<file path="src/design/oqkr_pkg.sv">
// ----------------------------------------------------------------------------
// Ordered queue package
// Shared types and codes for the ordered queue with keyed removal.
// ----------------------------------------------------------------------------
package oqkr_pkg;

	localparam int DEPTH_DEFAULT = 16;

	localparam logic OP_ADD    = 1'b0;
	localparam logic OP_REMOVE = 1'b1;

	localparam logic [1:0] ST_ADDED     = 2'd0;
	localparam logic [1:0] ST_REMOVED   = 2'd1;
	localparam logic [1:0] ST_NOT_FOUND = 2'd2;
	localparam logic [1:0] ST_FULL      = 2'd3;

	typedef struct packed {
		logic [15:0] handle;
		logic [15:0] player;
		logic [7:0]  color;
	} entry_t;

	typedef struct packed {
		logic in_range;
		logic load_tail;
		logic remove;
	} cell_ctrl_t;

endpackage

</file>
<file path="src/design/oqkr_cell.sv">
// ----------------------------------------------------------------------------
// Queue cell
// Holds one entry, compares its key and shifts towards the head on removal.
// ----------------------------------------------------------------------------
module oqkr_cell
	import oqkr_pkg::*;
(
	input  logic       clk,
	input  cell_ctrl_t ctrl,
	input  entry_t     cmd_entry,
	input  entry_t     next_entry,
	input  logic       hit_in,
	output logic       hit_out,
	output logic       first_hit,
	output entry_t     entry_q
);

	logic match;

	assign match     = ctrl.in_range && ctrl.remove &&
	                   (entry_q.player == cmd_entry.player) &&
	                   (entry_q.color == cmd_entry.color);
	assign hit_out   = hit_in | match;
	assign first_hit = match & ~hit_in;

	always_ff @(posedge clk) begin
		if (ctrl.load_tail) begin
			entry_q <= cmd_entry;
		end else if (ctrl.remove && ctrl.in_range && hit_out) begin
			entry_q <= next_entry;
		end
	end

endmodule

</file>
<file path="src/design/ordered_queue_keyed_remove_unit.sv">
// ----------------------------------------------------------------------------
// Ordered queue with keyed removal
// A bounded arrival queue kept in a row of cells, with tail append and
// removal of the oldest entry whose key matches.
// ----------------------------------------------------------------------------
// A word is issued by raising start with its fields while busy is low; it is
// taken at that clock edge. busy is then high for one cycle, in which an add
// fills the next free cell, if any, or for a removal every occupied cell
// compares its key at once and the cells behind the first match shift one
// place towards the head. The result word appears in the following cycle,
// marked by done for exactly that one cycle, and a new word may be issued in
// the cycle that done is shown, after the command and the result register.
// The receiver cannot stall: each result must be taken when done is high.
// The occupation level is written through cfg_wr_en and cfg_wr_data; the user
// must write it only while the block is idle; the block does not enforce this.
// Reset empties the queue, clears the level, busy and done; entries are kept.
// ----------------------------------------------------------------------------
module ordered_queue_keyed_remove_unit
	import oqkr_pkg::*;
#(
	parameter int DEPTH = DEPTH_DEFAULT
) (
	input  logic        clk,
	input  logic        arst_n,
	input  logic        start,
	output logic        busy,
	input  logic        opcode,
	input  logic [15:0] vehicle_handle,
	input  logic [15:0] player_number,
	input  logic [7:0]  key_colour,
	input  logic        cfg_wr_en,
	input  logic [15:0] cfg_wr_data,
	output logic        done,
	output logic [1:0]  status,
	output logic [15:0] level_out,
	output logic [15:0] removed_handle,
	output logic [4:0]  entry_count
);

	localparam int CW = $clog2(DEPTH + 1);

	logic          busy_q;
	logic          op_s1;
	entry_t        cmd_s1;
	logic [15:0]   level_q;
	logic [CW-1:0] count_q;
	logic          done_q;
	logic [1:0]    status_q;
	logic [15:0]   level_out_q;
	logic [15:0]   handle_out_q;

	entry_t        entries [DEPTH];
	logic [DEPTH:0] hit;
	logic [DEPTH-1:0] first_hit;
	logic          full;
	logic          found;
	logic [15:0]   found_handle;

	assign full  = (count_q == CW'(DEPTH));
	assign found = hit[DEPTH];
	assign hit[0] = 1'b0;

	for (genvar i = 0; i < DEPTH; i++) begin : g_cell
		cell_ctrl_t ctrl;
		entry_t     next_entry;

		assign ctrl.in_range  = (CW'(i) < count_q);
		assign ctrl.load_tail = busy_q && (op_s1 == OP_ADD) && (CW'(i) == count_q);
		assign ctrl.remove    = busy_q && (op_s1 == OP_REMOVE);

		if (i == DEPTH - 1) begin : g_last
			assign next_entry = entries[i];
		end else begin : g_mid
			assign next_entry = entries[i+1];
		end

		oqkr_cell u_cell (
			.clk        (clk),
			.ctrl       (ctrl),
			.cmd_entry  (cmd_s1),
			.next_entry (next_entry),
			.hit_in     (hit[i]),
			.hit_out    (hit[i+1]),
			.first_hit  (first_hit[i]),
			.entry_q    (entries[i])
		);
	end

	always_comb begin
		found_handle = '0;
		for (int i = 0; i < DEPTH; i++) begin
			found_handle = found_handle | (entries[i].handle & {16{first_hit[i]}});
		end
	end

	always_ff @(posedge clk) begin
		if (start && !busy_q) begin
			op_s1         <= opcode;
			cmd_s1.handle <= vehicle_handle;
			cmd_s1.player <= player_number;
			cmd_s1.color  <= key_colour;
		end
	end

	always_ff @(posedge clk or negedge arst_n) begin
		if (!arst_n) begin
			busy_q  <= 1'b0;
			done_q  <= 1'b0;
			count_q <= '0;
			level_q <= '0;
		end else begin
			busy_q <= start && !busy_q;
			done_q <= busy_q;
			if (cfg_wr_en) begin
				level_q <= cfg_wr_data;
			end
			if (busy_q) begin
				if (op_s1 == OP_ADD) begin
					if (!full) begin
						count_q <= count_q + 1'b1;
					end
				end else if (found) begin
					count_q <= count_q - 1'b1;
				end
			end
		end
	end

	always_ff @(posedge clk) begin
		if (busy_q) begin
			if (op_s1 == OP_ADD) begin
				status_q     <= full ? ST_FULL : ST_ADDED;
				level_out_q  <= full ? 16'd0 : level_q;
				handle_out_q <= '0;
			end else begin
				status_q     <= found ? ST_REMOVED : ST_NOT_FOUND;
				level_out_q  <= '0;
				handle_out_q <= found_handle;
			end
		end
	end

	assign busy           = busy_q;
	assign done           = done_q;
	assign status         = status_q;
	assign level_out      = level_out_q;
	assign removed_handle = handle_out_q;
	assign entry_count    = 5'(count_q);

	a_count_bound: assert property (@(posedge clk) disable iff (!arst_n)
		count_q <= CW'(DEPTH))
		else $error("queue count exceeds depth");

	a_single_work_cycle: assert property (@(posedge clk) disable iff (!arst_n)
		busy_q |=> !busy_q)
		else $error("busy held for more than one cycle");

	a_done_follows_busy: assert property (@(posedge clk) disable iff (!arst_n)
		busy_q |=> done_q)
		else $error("result strobe missing after work cycle");

	a_add_counts: assert property (@(posedge clk) disable iff (!arst_n)
		busy_q && (op_s1 == OP_ADD) && !full |=> count_q == CW'($past(count_q) + 1'b1))
		else $error("add did not grow the queue");

	a_remove_counts: assert property (@(posedge clk) disable iff (!arst_n)
		busy_q && (op_s1 == OP_REMOVE) && found |=> count_q == CW'($past(count_q) - 1'b1))
		else $error("removal did not shrink the queue");

endmodule
</file>
<file path="config.mk">
export PLATFORM = sky130hd
export DESIGN_NAME = ordered_queue_keyed_remove_unit
export DESIGN_NICKNAME = d
export VERILOG_FILES = /design/src/design/oqkr_pkg.sv /design/src/design/oqkr_cell.sv /design/src/design/ordered_queue_keyed_remove_unit.sv
export SDC_FILE = /design/constraint.sdc
export NUM_CORES = 1
export LEC_CHECK = 0
export BUFFER_PORTS_ARGS = -buffer_cell sky130_fd_sc_hd__buf_4
export CAP_MARGIN = 5
export CORE_MARGIN = 2
export CORE_UTILIZATION = 57
export CTS_CLUSTER_DIAMETER = 100
export DETAILED_ROUTE_END_ITERATION = 6
export PLACE_DENSITY = 0.78
export SYNTH_ARGS = -nofsm -noshare
export SYNTH_HDL_FRONTEND = slang
export SYNTH_SLANG_ARGS = --single-unit
</file>
<file path="constraint.sdc">
create_clock -name clk -period 5.9 [get_ports clk]
set_input_delay 0.885 -clock clk [delete_from_list [all_inputs] [get_ports clk]]
set_output_delay 0.885 -clock clk [all_outputs]
set_load 0.02 [all_outputs]
</file>
==> impl_metrics.json, run 1 <==
{
  "syn-num-nets": 2618,
  "ys_ff_latch": 738,
  "drc": 0,
  "synth_area_um2": 37500,
  "io_buffers": 101,
  "clkSinkCount": 738,
  "die_h_um": 260,
  "grt_pass1_vias": 21900,
  "cts.clk_slew.worst_paths_ps": 60,
  "avgSynthCellArea_um2": 14.7,
  "cts_resized": 0,
  "hp-class": "in2async",
  "insertion_delay_ps": 630,
  "clock-root-buffer": "clkbuf_16",
  "viasPerCell": 6.22,
  "synthToLayoutAreaGrowth_pct": 10.4,
  "ys_warn_count": 0,
  "htree_levels": 3,
  "wirelength_um": 92200,
  "ys_top_cells_by_area": "edfxtp_1 57%, mux2_2 19%, xor2_1 5.4%",
  "fin_util_pct": 63.9,
  "dr.pass1.iters": 6,
  "cts_hold_buffers": 0,
  "critPathLaunchType": "register",
  "synth_edf_count": 715,
  "cp_max_fo": 23,
  "gp_congestion": 0.946,
  "synth_cells": 2552,
  "post-route-period-util_pct": 75.9,
  "peakVddDrop_mv": 0.288,
  "grt_max_degree": 57,
  "rows": 93,
  "detail-route-antenna-nets": 0,
  "dr.first_iter.drc_count": 2223,
  "grt.total_usage_pct": 27.3,
  "overflow": 0,
  "hpwl_um": 65900,
  "boundaryPins": 102,
  "cts_buffers": 79,
  "setup_viol": 0,
  "yosys.area.top_type": "edfxtp_1",
  "fin_setup_tns_ps": 0,
  "fin_crit_ps": 4480,
  "nNetsFinal": 2644,
  "vias": 21800,
  "diodes": 0,
  "rsz0062_at_grt": "no",
  "final_hold_viol_count": 0,
  "antenna_found_initial": 1,
  "wl_per_cell_um": 26.4,
  "leakage_nw": 14.1,
  "outcome": "finished clean",
  "worstSetupEndpointType": "register",
  "synth_ff_type": "edfxtp_1",
  "synth_top_area_share_pct": 57.3,
  "worst_ep_arrival_time_ps": 4840,
  "drive_gt1_share_pct": 36.0,
  "start_util_pct": 57.9,
  "fmax_mhz": 223,
  "tightestPinTransition_ps": 1150,
  "slew_violations": 0,
  "core_area_um2": 64700,
  "async_flop_share_pct": 3.12,
  "cp.required_ps": 6260,
  "slew_headroom_pct": 22.9,
  "die_w_um": 260,
  "power_density_nw_per_um2": 297,
  "synth-seq-area-share_pct": 58.9,
  "die_area_um2": 67800,
  "critPathKind": "reg2reg",
  "tritoncts": "done",
  "drv_cap": 0,
  "netlist-cell-type-count": 66,
  "grt_pass1_wl_um": 139000,
  "skew_ps": 19.5,
  "cts_buffer_depth": 3,
  "cts_setup_buffers": 0
}
-- final timing paths --
check	cells after the start	from	end	slack, ps
setup / recovery	8	op_s1	removed_handle[8]	1420
setup reg to reg	8	op_s1	removed_handle[8]	1420
min in group clk	1	vehicle_handle[11]	cmd_s1[35]	440
max in group asynchronous	1	arst_n	busy	5420
hold / removal	1	arst_n	level_q[3]	180
hold reg to reg	1	level_q[11]	level_q[11]	500
-- routing by layer --
layer | part of all wire, % | GRT usage, % | up-vias
li1 | - | - | 9754
met1 | 42 | 38.8 | 10900
met2 | 46 | 42.3 | 913
met3 | 8.4 | 5.74 | 156
met4 | 3.1 | 8.67 | 2
met5 | 0.012 | 0 | -
-- registers in the layout (all words and copies together), names as in the netlist --
| register | cells |
|---|---|
| g_cell.u_cell.entry_q | 640 |
| cmd_s1 | 40 |
| level_out | 16 |
| level_q | 16 |
| removed_handle | 16 |
| entry_count | 5 |
| status | 2 |
| busy | 1 |
| done | 1 |
| op_s1 | 1 |
-- cells in the mapped netlist (all sizes together) (2+ instances only) --
cell type and n:
o21a 2, nand3 33, mux2i 15, ha 5
o211a 2, or2 2, o31ai 2, mux2 616
nand4 47, o21bai 3, a32oi 16, and2 35
a22oi 30, xor2 233, or4 2, a21o 3
a2bb2o 2, a2111o 16, buf 147, o2bb2ai 2
a22o 19, nor2 42, nor4 69, clkbuf 73
edfxtp 715, nor2b 3, a21oi 13, o221ai 17
xnor2 154, o211ai 19, nor3 27, and3 5
inv 23, o21ai 34, nand2 72, nor3b 2
a222oi 14, a211oi 2, dfrtp 23
-- final cells by class --
type                       instances  area, µm²
tap                              855       1070
sequential                       738      22000
fill                            4699      23300
multi-input combinational       1571      14300
timing repair buffer             165       1300
clock inverter                    44        452
inverter                          23       86.3
clock buffer                     100       2150
-- per-stage QoR --
step / power (mW) / area [µm²] / worst slack (ps) / hold slack (ps) / std cells
2_1_floorplan: 6.88 / 37500 / 717 / 421 / 2552
3_3_place_gp: 7.28 / 38800 / 1570 / 481 / 3352
3_5_place_dp: 7.30 / 38800 / 1520 / 487 / 3352
4_1_cts: 12.3 / 41400 / 1500 / 158 / 3496
5_1_grt: 12.6 / 41400 / 1270 / 176 / 3496
6_report: 12.3 / 41400 / 1420 / 179 / 3496
-- worst max-delay path, stage by stage, from the launching register on --
cell and delay (ps):
edfxtp_1 580, and2_1 890, nand2b_1 270, nor4_1 460
o2bb2ai_2 260, nor2_2 280, a222oi_1 750, o211ai_1 250
a2111o_1 430
-- kinds of logic (layout without fill, tap and decap cells) --
kind of cell	Yosys count	in the layout	synth area share (%)
AO/OA/AOI/OAI	202	202	4.30
buffers and inverters	243	332	3.57
adder cells (fa/ha/maj)	5	5	0.167
XOR/XNOR	387	387	9.05
flip-flops	738	738	58.9
multiplexers	631	631	18.9
AND/OR/NAND/NOR	346	346	5.14
-- where the power goes --
part           total, mW  internal [mW]  leakage (nW)  switching, mW
clock network       5.03           2.98          1.28           2.05
logic               1.08          0.432          6.07          0.650
registers           6.15           5.91          6.75          0.246
-- cell usage in the layout (no fill, tap or decap), types with 39 or more instances in the layout --
cell / n
edfxtp_1: 715
mux2_2: 616
xor2_1: 233
buf_4: 160
xnor2_1: 154
clkbuf_16: 83
nand2_1: 59
nor4_1: 59
nand4_1: 46
nor2_1: 39
(Power assumes the default switching activity.)
==> run 2: changes to the inputs <==
- CORE_UTILIZATION: 57 -> 59
- PLACE_DENSITY: 0.78 -> 0.77
- clock period: 5.9 -> 4.4 ns (I/O delays scaled with it)
==> run 2 against run 1 <==
Compared with the run above: count of clock-buffer cells in the layout increased by 1; first-iteration DRC count increased by 19%; total power rose by 32%; sequential share of layout area fell by 0.34 points.
==> impl_metrics.json, run 2 (synthesis gave the netlist of run 1 again) <==
{
  "synthToLayoutAreaGrowth_pct": 11.1,
  "drive_gt1_share_pct": 36.8,
  "regMostFlops": "g_cell.u_cell.entry_q",
  "gp_congestion": 0.946,
  "cts_setup_buffers": 0,
  "slowest_delay_ps": 830,
  "start_util_pct": 59.5,
  "htree_levels": 3,
  "final_hold_viol_count": 0,
  "clock-root-buffer": "clkbuf_16",
  "worst_path_max_delay_cell": "nor4_1",
  "path_delay_family": "compound AO/OA/AOI/OAI gates",
  "antenna_found_initial": 0,
  "rsz0062_at_grt": "no",
  "io_buffers": 101,
  "grt_pass1_wl_um": 148000,
  "reg2reg_depth": 10,
  "rows": 92,
  "dr.pass1.iters": 7,
  "slew_violations": 0,
  "rr_startpoint": "cmd_s1[7]",
  "grt.total_usage_pct": 30.0,
  "nNetsFinal": 2682,
  "wirelength_um": 98600,
  "grtUsageMet1_pct": 40.9,
  "die_h_um": 256,
  "vias": 22700,
  "hp-class": "in2reg",
  "tightestPinTransition_ps": 1260,
  "path_cells": "buf_4 > xor2_1 > nor4_1 > nand4_1 > o22ai_1 > nor4_4 > buf_4 > a32oi_1 > o211ai_1 > a2111o_1",
  "setup_viol": 0,
  "pwr-share-comb_pct": 9.7,
  "worst_ep_arrival_time_ps": 4630,
  "slew_headroom_pct": 16.0,
  "intPower_mw": 12.1,
  "wl_per_cell_um": 28.0,
  "insertion_delay_ps": 650,
  "critPathKind": "reg2reg",
  "critPathLaunchType": "register",
  "cp_num_buf_inv": 2,
  "die_area_um2": 65500,
  "post-route-period-util_pct": 96.7,
  "clkSinkCount": 738,
  "cts.clk_slew.worst_paths_ps": 70,
  "detail-route-antenna-nets": 0,
  "layout_commonest_cell": "edfxtp_1",
  "fin_setup_tns_ps": 0,
  "fmax_mhz": 235,
  "dr.first_iter.drc_count": 2639,
  "leakage_nw": 14.2,
  "critPathLaunch": "cmd_s1[7]",
  "reg.largest.list": "g_cell.u_cell.entry_q (640), cmd_s1 (40)",
  "drv_cap": 0,
  "fillCellCount": 4468,
  "min_from": "vehicle_handle[3]",
  "grt.busiest_layer": "met2",
  "skew_ps": 28.0,
  "outcome": "finished clean",
  "peakVddDrop_mv": 0.282,
  "fin_crit_ps": 4260,
  "worstSetupEndpointType": "register",
  "core_area_um2": 63000,
  "grt_max_degree": 43,
  "cts_buffers": 80,
  "cp_max_fo": 17,
  "boundaryPins": 102,
  "power_density_nw_per_um2": 390,
  "crit_top_cell": "buf_4",
  "drc": 0,
  "overflow": 0,
  "hold_path_depth": 1,
  "grt_pass1_vias": 23200,
  "critical_path_depth": 10,
  "tritoncts": "done",
  "dpl.cell_count": 3379,
  "final_cells": 3528,
  "switching_share_pct": 25.2,
  "cts_buffer_depth": 3,
  "p_sw_mw": 4.09,
  "cts_resized": 0,
  "met2_usage_pct": 49.2,
  "hpwl_um": 70600,
  "cp.required_ps": 4770,
  "largest_reg_flops": 640,
  "die_w_um": 256,
  "mostFrequentLayoutCells": "715 x edfxtp_1, 616 x mux2_2, 233 x xor2_1",
  "pwr-share-clk_pct": 40.1,
  "diodes": 0,
  "power_frac_seq_pct": 50.2,
  "viasPerCell": 6.43,
  "gr-usage-met3_pct": 4.59
}
## run 2: cell count changes in the layout (fill, tap and decap cells not counted), moves of 2 or more
| cell | previous run | this run |
|---|---|---|
| buf_12 | 5 | 12 |
| bufinv_16 | 9 | 3 |
| clkinvlp_4 | 2 | 4 |
| nand2_1 | 59 | 56 |
| inv_16 | 0 | 4 |
| buf_4 | 160 | 189 |
| clkinv_1 | 14 | 18 |
| clkbuf_1 | 16 | 19 |
| clkbuf_16 | 83 | 80 |
| clkinv_2 | 14 | 12 |
| nand2_2 | 13 | 16 |
## run 2: worst paths after layout
| path | to | slack (ps) |
|---|---|---|
| max | removed_handle[9] | 140 |
| min | cmd_s1[27] | 180 |
| max reg2reg | removed_handle[9] | 140 |
| min reg2reg | level_q[11] | 500 |
| max in group asynchronous | busy | 3600 |
| min in group asynchronous | level_q[7] | 480 |
## run 2: power by group through the flow
| stage | Combinational (mW) | Clock (mW) | Sequential (mW) |
|---|---|---|---|
| 4_1_cts | 1.55 | 6.56 | 8.15 |
| 3_5_place_dp | 1.54 | 0 | 8.30 |
| 5_1_grt | 1.65 | 6.84 | 8.17 |
| 3_3_place_gp | 1.52 | 0 | 8.29 |
| 6_report | 1.57 | 6.51 | 8.16 |
| 2_1_floorplan | 1.01 | 0 | 8.22 |
## run 2: per-layer routing
layer / wire (µm) / vias to the layer above
li1: - / 9805
met1: 39400 / 11600
met2: 48100 / 1059
met3: 7820 / 177
met4: 3220 / 0
met5: 0 / -
## run 2: timing repair
item,CTS,global route
setup endpoints to repair,0,0
endpoints found under the hold margin,23,0
hold buffers,1,0
## run 2: through the flow
step | cell area (µm²) | hold WS (ps) | total power [mW] | utilization [%] | setup WS [ps]
6_report | 41600 | 185 | 16.2 | 66.1 | 145
5_1_grt | 41600 | 172 | 16.7 | 66.1 | 20.6
4_1_cts | 41600 | 157 | 16.3 | 66.1 | 290
3_5_place_dp | 39100 | 488 | 9.83 | 62.1 | 325
3_3_place_gp | 39100 | 481 | 9.81 | 62.1 | 357
2_1_floorplan | 37500 | 364 | 9.23 | - | -135
## run 2: area by class of cell
class / instances / area (µm²) / share of cell area (%)
clock buffers: 101 / 2100 / 5.05
clock inverters: 47 / 402 / 0.965
inverters: 23 / 86.3 / 0.207
multi-input cells: 1571 / 14300 / 34.3
flip-flops and latches: 738 / 22000 / 53.0
well taps: 846 / 1060 / 2.54
repair buffers: 202 / 1670 / 4.01
## run 2: worst reg2reg max path: cells and delay by family (launching register included)
kind	cells	cell delay, ps
simple gates	3	1220
flops	1	640
buf+inv	2	540
xor+xnor	1	220
compound gates	4	1360
